--- src/rtl/ple_pkg.sv ---
`timescale 1ns / 1ps

package ple_pkg;

  // List capacity and derived widths
  localparam int CAPACITY = 16;
  localparam int IDX_W    = $clog2(CAPACITY);
  localparam int CNT_W    = $clog2(CAPACITY + 1);
  localparam int VAL_W    = 32;
  localparam int REQ_W    = 3;
  localparam int POS_W    = 5;
  localparam int ST_W     = 2;

  // Stream payload widths, padded to whole bytes
  localparam int IN_RAW_W  = REQ_W + VAL_W + POS_W;
  localparam int IN_W      = ((IN_RAW_W + 7) / 8) * 8;
  localparam int OUT_RAW_W = VAL_W + ST_W + CNT_W;
  localparam int OUT_W     = ((OUT_RAW_W + 7) / 8) * 8;

  // Request codes
  typedef enum logic [REQ_W-1:0] {
    REQ_INS_FRONT = 3'd0,
    REQ_INS_BACK  = 3'd1,
    REQ_INS_POS   = 3'd2,
    REQ_REM_FRONT = 3'd3,
    REQ_REM_BACK  = 3'd4,
    REQ_REM_POS   = 3'd5
  } req_e;

  // Status codes
  typedef enum logic [ST_W-1:0] {
    ST_OK     = 2'd0,
    ST_EMPTY  = 2'd1,
    ST_BADPOS = 2'd2,
    ST_FULL   = 2'd3
  } status_e;

  // Controller to datapath commands
  typedef struct packed {
    logic load;  // capture the incoming request beat
    logic exec;  // apply the request and load the result register
  } ple_cmd_t;

endpackage

--- src/rtl/positional_list_engine.sv ---
`timescale 1ns / 1ps

// Ordered list of up to CAPACITY signed 32-bit values held in a row of shifting
// cells. Each request beat inserts at the front, back or a position, or removes
// from the front, back or a position, and yields one result beat carrying the
// removed value (0 unless a remove succeeded), a status (ok, empty, bad
// position, full) and the count afterwards; a failed request leaves the list
// unchanged. A request is handled in order: the beat is captured first, then
// the cell row shifts and the result register loads; a new beat is accepted
// only after the previous request has executed. The result register lets a new
// request be captured while the previous result still waits; execution waits
// only if that result is not yet taken.
module positional_list_engine import ple_pkg::*; (
  input  logic             clk_i,
  input  logic             rst_ni,
  input  logic             s_tvalid_i,
  output logic             s_tready_o,
  // req_type[2:0], value[34:3], position[39:35]
  input  logic [IN_W-1:0]  s_tdata_i,
  output logic             m_tvalid_o,
  input  logic             m_tready_i,
  // removed_value[31:0], status[33:32], count[38:34], zero[39]
  output logic [OUT_W-1:0] m_tdata_o
);

  ple_cmd_t cmd;

  ple_ctrl u_ctrl (
    .clk_i       (clk_i),
    .rst_ni      (rst_ni),
    .in_valid_i  (s_tvalid_i),
    .in_ready_o  (s_tready_o),
    .out_valid_o (m_tvalid_o),
    .out_ready_i (m_tready_i),
    .cmd_o       (cmd)
  );

  ple_datapath u_dp (
    .clk_i      (clk_i),
    .rst_ni     (rst_ni),
    .cmd_i      (cmd),
    .in_data_i  (s_tdata_i),
    .out_data_o (m_tdata_o)
  );

`ifndef ASSERT_OFF
  // A captured request blocks the input for the next cycle
  a_one_at_a_time: assert property (@(posedge clk_i) disable iff (!rst_ni)
    (s_tvalid_i && s_tready_o) |=> !s_tready_o)
    else $error("input accepted while a request is in flight");

  // Reported count never exceeds the capacity
  a_count_bound: assert property (@(posedge clk_i) disable iff (!rst_ni)
    m_tvalid_o |-> (m_tdata_o[VAL_W+ST_W +: CNT_W] <= CNT_W'(CAPACITY)))
    else $error("count beyond capacity");

  // Failed requests return a zero removed value
  a_err_zero: assert property (@(posedge clk_i) disable iff (!rst_ni)
    (m_tvalid_o && (m_tdata_o[VAL_W +: ST_W] != ST_OK)) |-> (m_tdata_o[VAL_W-1:0] == '0))
    else $error("nonzero removed value on error");

  // A full status only comes with a full list
  a_full_count: assert property (@(posedge clk_i) disable iff (!rst_ni)
    (m_tvalid_o && (m_tdata_o[VAL_W +: ST_W] == ST_FULL))
      |-> (m_tdata_o[VAL_W+ST_W +: CNT_W] == CNT_W'(CAPACITY)))
    else $error("full status with spare room");
`endif

endmodule

--- src/rtl/ple_ctrl.sv ---
`timescale 1ns / 1ps

module ple_ctrl import ple_pkg::*; (
  input  logic     clk_i,
  input  logic     rst_ni,
  input  logic     in_valid_i,
  output logic     in_ready_o,
  output logic     out_valid_o,
  input  logic     out_ready_i,
  output ple_cmd_t cmd_o
);

  typedef enum logic [1:0] {
    S_IDLE = 2'b01,
    S_EXEC = 2'b10
  } state_e;

  state_e state_q, state_d;
  logic   out_valid_q, out_valid_d;
  logic   exec;

  // Execute once the result register is free or being drained
  assign exec = (state_q == S_EXEC) && (!out_valid_q || out_ready_i);

  assign in_ready_o  = (state_q == S_IDLE);
  assign out_valid_o = out_valid_q;
  assign cmd_o.load  = in_ready_o && in_valid_i;
  assign cmd_o.exec  = exec;

  // Next state
  always_comb begin
    state_d = state_q;
    unique case (state_q)
      S_IDLE: begin
        if (in_valid_i) state_d = S_EXEC;
      end
      S_EXEC: begin
        if (exec) state_d = S_IDLE;
      end
      default: state_d = S_IDLE;
    endcase
  end

  // Result beat valid flag
  always_comb begin
    out_valid_d = out_valid_q;
    if (exec) begin
      out_valid_d = 1'b1;
    end else if (out_ready_i) begin
      out_valid_d = 1'b0;
    end
  end

  always_ff @(posedge clk_i or negedge rst_ni) begin
    if (!rst_ni) begin
      state_q     <= S_IDLE;
      out_valid_q <= 1'b0;
    end else begin
      state_q     <= state_d;
      out_valid_q <= out_valid_d;
    end
  end

endmodule

--- src/rtl/ple_datapath.sv ---
`timescale 1ns / 1ps

module ple_datapath import ple_pkg::*; (
  input  logic             clk_i,
  input  logic             rst_ni,
  input  ple_cmd_t         cmd_i,
  input  logic [IN_W-1:0]  in_data_i,
  output logic [OUT_W-1:0] out_data_o
);

  // Captured request
  logic [REQ_W-1:0] req_q;
  logic [VAL_W-1:0] val_q;
  logic [POS_W-1:0] pos_q;

  // Cell row and occupancy
  logic [VAL_W-1:0] cell_q [CAPACITY];
  logic [VAL_W-1:0] cell_d [CAPACITY];
  logic [CNT_W-1:0] occ_q, occ_d;

  // Result register
  logic [VAL_W-1:0] res_val_q, res_val_d;
  status_e          res_st_q, res_st_d;

  logic [CNT_W-1:0] ep;
  logic [CNT_W-1:0] pos_ext;
  logic             do_ins, do_rem;
  logic             is_full, is_empty;

  assign pos_ext  = CNT_W'(pos_q);
  assign is_full  = (occ_q >= CNT_W'(CAPACITY));
  assign is_empty = (occ_q == '0);

  // Decode the request, pick the effective position and check bounds
  always_comb begin
    ep        = '0;
    do_ins    = 1'b0;
    do_rem    = 1'b0;
    res_st_d  = ST_OK;
    unique case (req_q) inside
      REQ_INS_FRONT, REQ_INS_BACK, REQ_INS_POS: begin
        if (req_q == REQ_INS_BACK) ep = occ_q;
        else if (req_q == REQ_INS_POS) ep = pos_ext;
        if (is_full) res_st_d = ST_FULL;
        else if (ep > occ_q) res_st_d = ST_BADPOS;
        else do_ins = 1'b1;
      end
      REQ_REM_FRONT, REQ_REM_BACK, REQ_REM_POS: begin
        if (req_q == REQ_REM_BACK) ep = occ_q - CNT_W'(1);
        else if (req_q == REQ_REM_POS) ep = pos_ext;
        if (is_empty) res_st_d = ST_EMPTY;
        else if (ep >= occ_q) res_st_d = ST_BADPOS;
        else do_rem = 1'b1;
      end
      default: ;
    endcase
  end

  // Removed value comes from the cell at the effective position
  assign res_val_d = do_rem ? cell_q[ep[IDX_W-1:0]] : '0;

  // Occupancy update
  always_comb begin
    occ_d = occ_q;
    if (do_ins) occ_d = occ_q + CNT_W'(1);
    else if (do_rem) occ_d = occ_q - CNT_W'(1);
  end

  // Each cell takes its own value, its left neighbor, its right neighbor or the new value
  always_comb begin
    for (int k = 0; k < CAPACITY; k++) begin
      cell_d[k] = cell_q[k];
      if (do_ins) begin
        if (CNT_W'(k) == ep) cell_d[k] = val_q;
        else if (CNT_W'(k) > ep) cell_d[k] = cell_q[(k > 0) ? k - 1 : 0];
      end else if (do_rem) begin
        if ((CNT_W'(k) >= ep) && (k < CAPACITY - 1)) cell_d[k] = cell_q[k + 1];
      end
    end
  end

  // Request capture
  always_ff @(posedge clk_i) begin
    if (cmd_i.load) begin
      req_q <= in_data_i[REQ_W-1:0];
      val_q <= in_data_i[REQ_W +: VAL_W];
      pos_q <= in_data_i[REQ_W+VAL_W +: POS_W];
    end
  end

  // Cell row and result payload
  always_ff @(posedge clk_i) begin
    if (cmd_i.exec) begin
      for (int k = 0; k < CAPACITY; k++) cell_q[k] <= cell_d[k];
      res_val_q <= res_val_d;
      res_st_q  <= res_st_d;
    end
  end

  always_ff @(posedge clk_i or negedge rst_ni) begin
    if (!rst_ni) begin
      occ_q <= '0;
    end else if (cmd_i.exec) begin
      occ_q <= occ_d;
    end
  end

  // Result beat: removed_value, status, count, zero pad
  assign out_data_o = {{(OUT_W-OUT_RAW_W){1'b0}}, occ_q, res_st_q, res_val_q};

endmodule
--- config.mk ---
export PLATFORM = sky130hd
export DESIGN_NAME = positional_list_engine
export DESIGN_NICKNAME = d
export VERILOG_FILES = /design/src/rtl/ple_pkg.sv /design/src/rtl/positional_list_engine.sv /design/src/rtl/ple_ctrl.sv /design/src/rtl/ple_datapath.sv
export SDC_FILE = /design/constraint.sdc
export NUM_CORES = 2
export LEC_CHECK = 0
export ABC_AREA = 1
export BUFFER_PORTS_ARGS = -buffer_cell sky130_fd_sc_hd__buf_2
export CORE_UTILIZATION = 30
export DETAILED_ROUTE_END_ITERATION = 8
export SLEW_MARGIN = 30
export SYNTH_ARGS = -nofsm -noshare
export SYNTH_HDL_FRONTEND = slang
export SYNTH_SLANG_ARGS = --single-unit
--- constraint.sdc ---
create_clock -name clk_i -period 6.1 [get_ports clk_i]
set_input_delay 1.22 -clock clk_i [delete_from_list [all_inputs] [get_ports clk_i]]
set_output_delay 1.22 -clock clk_i [all_outputs]
set_load 0.03 [all_outputs]
Word-level counts from Yosys, hierarchy flattened
Memories as Yosys holds them, arrays and structs flattened. A register that Yosys moved wholly into a read port is not among the register bits.
Cells that the tools add are included.
{"block": "op_classes", "n_addsub": 2, "multipliers": 0, "n_div": 0, "order_cmp": 33, "eq_ne": 24, "shifts": 0, "muxes": 104, "bitwise": 0, "n_reduce_logical": 14}
{"cell": "$mux W32", "count": 77}
{"cell": "$eq A4 B5 Y1 const A", "count": 8}
{"cell": "$gt A4 B5 Y1 const A", "count": 8}
{"cell": "$mux W5", "count": 8}
{"cell": "$ge A4 B5 Y1 const A", "count": 7}
{"cell": "$eq A3 B5 Y1 const A", "count": 4}
{"cell": "$ge A3 B5 Y1 const A", "count": 4}
{"cell": "$gt A3 B5 Y1 const A", "count": 4}
{"cell": "$mux W2", "count": 6}
{"cell": "$eq A2 B5 Y1 const A", "count": 2}
{"cell": "$ge A1 B5 Y1 const A", "count": 2}
{"cell": "$ge A2 B5 Y1 const A", "count": 2}
{"cell": "$gt A2 B5 Y1 const A", "count": 2}
{"cell": "$logic_not A5 Y1", "count": 2}
{"cell": "$mux W1", "count": 10}
{"cell": "$pmux W5 S2", "count": 1}
{"cell": "$pmux W2 S2", "count": 2}
{"cell": "$eq A3 B2 Y1 const B", "count": 2}
{"cell": "$eq A3 B3 Y1 const B", "count": 2}
{"cell": "$reduce_or A3 Y1", "count": 2}
{"cell": "$add A5 B1 Y5 const B", "count": 1}
{"cell": "$eq A1 B5 Y1 const A", "count": 1}
{"cell": "$ge A5 B5 Y1", "count": 1}
{"cell": "$ge A5 B5 Y1 const B", "count": 1}
{"cell": "14 further kinds", "count": 18}
{"block": "word_totals", "regBits": 50, "latch_bits": 0, "ram_bits": 512, "mem_bits_ro": 0, "in_bits": 44, "output_inout_bits": 42, "word_cells": 185, "n_memories": 1}
{"name": "u_dp.cell_q", "depth": 16, "word_bits": 32, "rd": 17, "rd_clocked_by_memory_dff": 1, "write_ports": 16, "line_no": "ple_datapath.sv:17", "source": "logic [VAL_W-1:0] cell_q [CAPACITY];"}

Depth between registers and ports, before layout
{"block": "depth", "depth_word": 10, "ltp_mapped": 18, "depth_no_buf": 17}

By module
From an unflattened synthesis, not the netlist that was laid out.
{"block": "hier_totals", "hier_cells": 4876, "area_unflattened_um2": 36246.0}
{"mod": "ple_datapath", "instances": 1, "cells_each": 4854, "area_per_inst_um2": 36092.1, "seq_area_each_um2": 17722.0}
{"mod": "ple_ctrl", "instances": 1, "cells_each": 22, "area_per_inst_um2": 153.9, "seq_area_each_um2": 76.3}

Worst setup path after synthesis
No wires, ideal clock.
{"block": "synth_timing", "kind": "input to register", "startpoint": "input m_tready_i", "endpoint": "memory u_dp.cell_q[0][0] (enable)", "setup_ns": 0.461, "t_arrival_ns": 5.395, "t_required_ns": 5.639, "path_slack_ns": 0.244, "stages": 6, "path_buffers": 0, "cell_sequence": "nor2_1 > nor2_1 > inv_1 > a21oi_1 > inv_1 > nor3_1"}
{"element": "start, declared", "line_no": "positional_list_engine.sv:21", "source": "input logic m_tready_i,"}
{"element": "end, declared", "line_no": "ple_datapath.sv:17"}

==> key figures <==
Die
  • Die Span X: between 300 and 400 microns
  • IO Pins: 86
  • Core area: 0.1206 sq mm
  • Die Area: 0.1236 sq mm
  • Row count: 127
  • Die Height: between 300 and 400 microns
  • Initial core utilization: approximately 30%

Synthesis
  • Compound-Gate Fraction of Synth Area: 6.762%
  • Mapped cell area: approximately 0.037 sq mm
  • Post-Synth Adder-Cell Area: 0.4438%
  • Post-Synth XOR/XNOR Area: 0.09558%
  • Mux contribution to synthesized area: 0%
  • Seq cells post-synth: 594
  • Cell variety after synth: 38
  • Syn Nets: approximately 5,000
  • Synth Instances: roughly 5,000
  • Largest family of logic cells by synthesized area: simple AND/OR/NAND/NOR gates
  • Yosys warns: 0
  • Simple-Gate Fraction of Synth Area: around a third
  • Mean Syn Cell Area: roughly 7.3 sq um
  • Sequential-to-total area share from yosys stat: roughly 49%

Clocking
  • Post-cts hold buffer count: 0
  • CTS tree: built
  • Post_cts resized: 0
  • Htree depth: 3
  • Clock sink total: approximately 590
  • Post-CTS Setup Repair Bufs: 0
  • CTS root buffer: clkbuf_16
  • Max clock buf depth: 3
  • CTS Buf Count: between 60 and 70
  • Clk pin slew, worst setup/hold paths: 0.06 ns
  • Clk Latency, worst-skew pair: roughly 0.65 ns

Setup path
  • Reg2Reg Setup Slack: ~1.2 ns
  • Critical path peak fanout: 18
  • Crit end category: flop
  • Setup crit start kind: flop
  • Worst r2r path cells: 14
  • CP Class: flop to flop
  • Reg2reg end: u_dp.cell_q[11][12]
  • Critical path origin: u_dp.req_q[2]
  • R2R Path Start: u_dp.req_q[2]
  • CP required: ~6.4 ns
  • Critical Path AT: about 5.2 ns

Finish
  • Most frequent cells in the layout: nand2_1 (1,991), edfxtp_1 (586), inv_1 (568)
  • ANT cells: 0
  • Non-Filler Instances: 6,584
  • Post-route cell area: around 0.041 sq mm
  • Most common cell after layout, fill and taps aside: nand2_1
  • NumNets Final: 4,978
  • Layout cells sized above 1: between 6 and 7%
  • Filler cell count: 12,700
  • Area growth syn-to-layout: 11.58%
  • Util after Layout: approximately a third

STA
  • Final setup viols: 0
  • Maximum clock rate: 205.1 MHz
  • Worst slew margin: between 30% and 40%
  • TNS Setup: 0 ns
  • Tmin final: between 4 and 5 ns
  • Hold Worst Slack: roughly 0.43 ns
  • Final hold violation count: 0
  • Worst-Margin Slew: around 1 ns
  • Final Skew: 0.03678 ns
  • Period utilization: between 70% and 80%
  • RSZ-0062 raised after global routing: no
  • Max-slew violations: 0

Power
  • P_leak: 0.01855 uW
  • Maximum VDD drop: between 0.2 and 0.3 mV
  • Power Density: roughly 350 mW/mm^2

Detailed routing
  • Final WL: around 140,000 microns
  • Via count: 34,300
  • First-pass DRT Iterations: 6
  • Drt drc: 0
  • Final antenna-violating net count: 0
  • Initial DRC count: between 4,000 and 5,000
  • DR vias/cell: between 5 and 6
  • Routed length per placed instance: about 20 microns

Global route
  • GR Util All Layers: a little over a fifth
  • Vias in the first global route: roughly 32,000
  • Grt met3 use: under 10%
  • GR Util met2: between 30% and 40%
  • GR Overflow Total: 0
  • Met1 usage: 28.23%
  • Initial antenna violation count: 1
  • Largest net degree at the start of global routing: about 150
  • GRT Max-Usage Layer: met2
  • Global-route wire length before repair: 201,500 microns

Placement
  • Detailed placement HPWL: around 76,000 microns
  • PortBufs: 84
  • Routability cong.: approximately 0.86
  • Area after DPL: roughly 0.039 sq mm
  • Placed insts: 6,462

Job
  • Max Cap Violations: 0

Run status
  • Status: finished, final reports clean

Worst hold path
  • HP Class: input pin to async pin
==> cells by family (layout without fill, tap and decap cells) <==
| family | after synthesis | after routing |
|---|---|---|
| compound gates | 463 | 463 |
| xor+xnor | 4 | 4 |
| simple gates | 3005 | 3005 |
| flops | 594 | 594 |
| buf+inv | 946 | 892 |
| fa+ha+maj | 13 | 13 |
| other cells | 1 | 1 |
==> report_power, final <==
| part | internal (uW) | switching (uW) | total [uW] |
|---|---|---|---|
| clock | 2350 | 1790 | 4140 |
| sequential | 5010 | 168 | 5180 |
| combinational | 1270 | 3760 | 5030 |
==> through the flow <==
stage               setup WS [ns]  power [uW]
global placement            1.425       10120
CTS                         1.307       14320
global route               0.9681       14970
detailed placement          1.313       10180
finish                      1.225       14350
floorplan                  0.2438        8438
==> synth_stat cells <==
library cell	count	share of area (%)
dfstp_2	1	0.072
clkbuf_1	132	1.4
nor2_2	5	0.085
dfrtp_1	7	0.48
clkinv_1	27	0.28
buf_1	48	0.49
o21ai_2	1	0.024
inv_2	13	0.13
o21ai_0	252	3.4
buf_2	152	2.1
inv_1	569	5.8
edfxtp_1	586	48
nand3_2	1	0.027
a31o_2	1	0.024
buf_4	5	0.10
a21oi_1	12	0.16
nand4_2	1	0.034
o22ai_1	1	0.017
nand2_1	1998	20
nand3b_1	1	0.020
nand4_1	110	1.9
nand2_2	10	0.17
and2_1	1	0.017
nor3_2	2	0.055
o21ai_4	1	0.044
nor2_8	3	0.16
nor2_4	3	0.092
o211ai_1	52	1.1
o21bai_1	4	0.082
a31oi_1	1	0.017
nor3_1	9	0.12
conb_1	1	0.010
nor2_1	296	3.0
o21ai_1	138	1.9
xnor2_1	1	0.024
ha_1	13	0.44
xor2_1	3	0.072
nand3_1	565	7.7
==> layer usage <==
| metal | vias to the layer above | part of all wire, % |
|---|---|---|
| li1 | 15980 | - |
| met4 | 0 | 4.5 |
| met1 | 16180 | 41 |
| met3 | 360 | 9.1 |
| met5 | - | 0 |
| met2 | 1778 | 45 |
==> worst max-delay path by stage <==
stage | end | slack [ns] | cells after the start
after floorplan | u_dp.cell_q[0][0] | 0.24 | 6
after global placement | u_dp.cell_q[11][17] | 1.43 | 18
after detailed placement | u_dp.cell_q[11][17] | 1.31 | 14
after CTS | u_dp.cell_q[11][10] | 1.31 | 14
after global routing | u_dp.cell_q[11][10] | 0.97 | 14
final | u_dp.cell_q[11][12] | 1.22 | 14
==> registers in the layout, summed over array words and instances (netlist names) <==
| register | cells |
|---|---|
| u_ctrl.out_valid_o | 1 |
| u_ctrl.state_q | 2 |
| u_dp.cell_q | 512 |
| u_dp.occ_q | 5 |
| u_dp.pos_ext | 5 |
| u_dp.req_q | 3 |
| u_dp.res_st_q | 2 |
| u_dp.res_val_q | 32 |
| u_dp.val_q | 32 |
==> worst max-delay path, cell delays in order, from the launching register on <==
cell	delay, ns
edfxtp_1	0.52
inv_2	0.21
nand3_1	0.17
o21ai_1	0.31
ha_1	0.31
nand2_1	0.12
inv_1	0.07
nand3_1	0.06
nand3_1	0.06
o21ai_0	0.42
nand3_4	0.14
a21oi_1	0.45
inv_1	0.47
nor2_4	0.89
buf_4	0.38
==> final cells by class <==
cell class	instances	area, sq um	area share, %
clock buffer	91	1852	4.528
clock inverter	31	295.3	0.7220
inverter	609	2297	5.617
multi-input combinational	3486	15380	37.61
sequential	594	17800	43.52
tap	1612	2017	4.932
timing repair buffer	161	1256	3.072
Power figures use the tool's default switching activity.
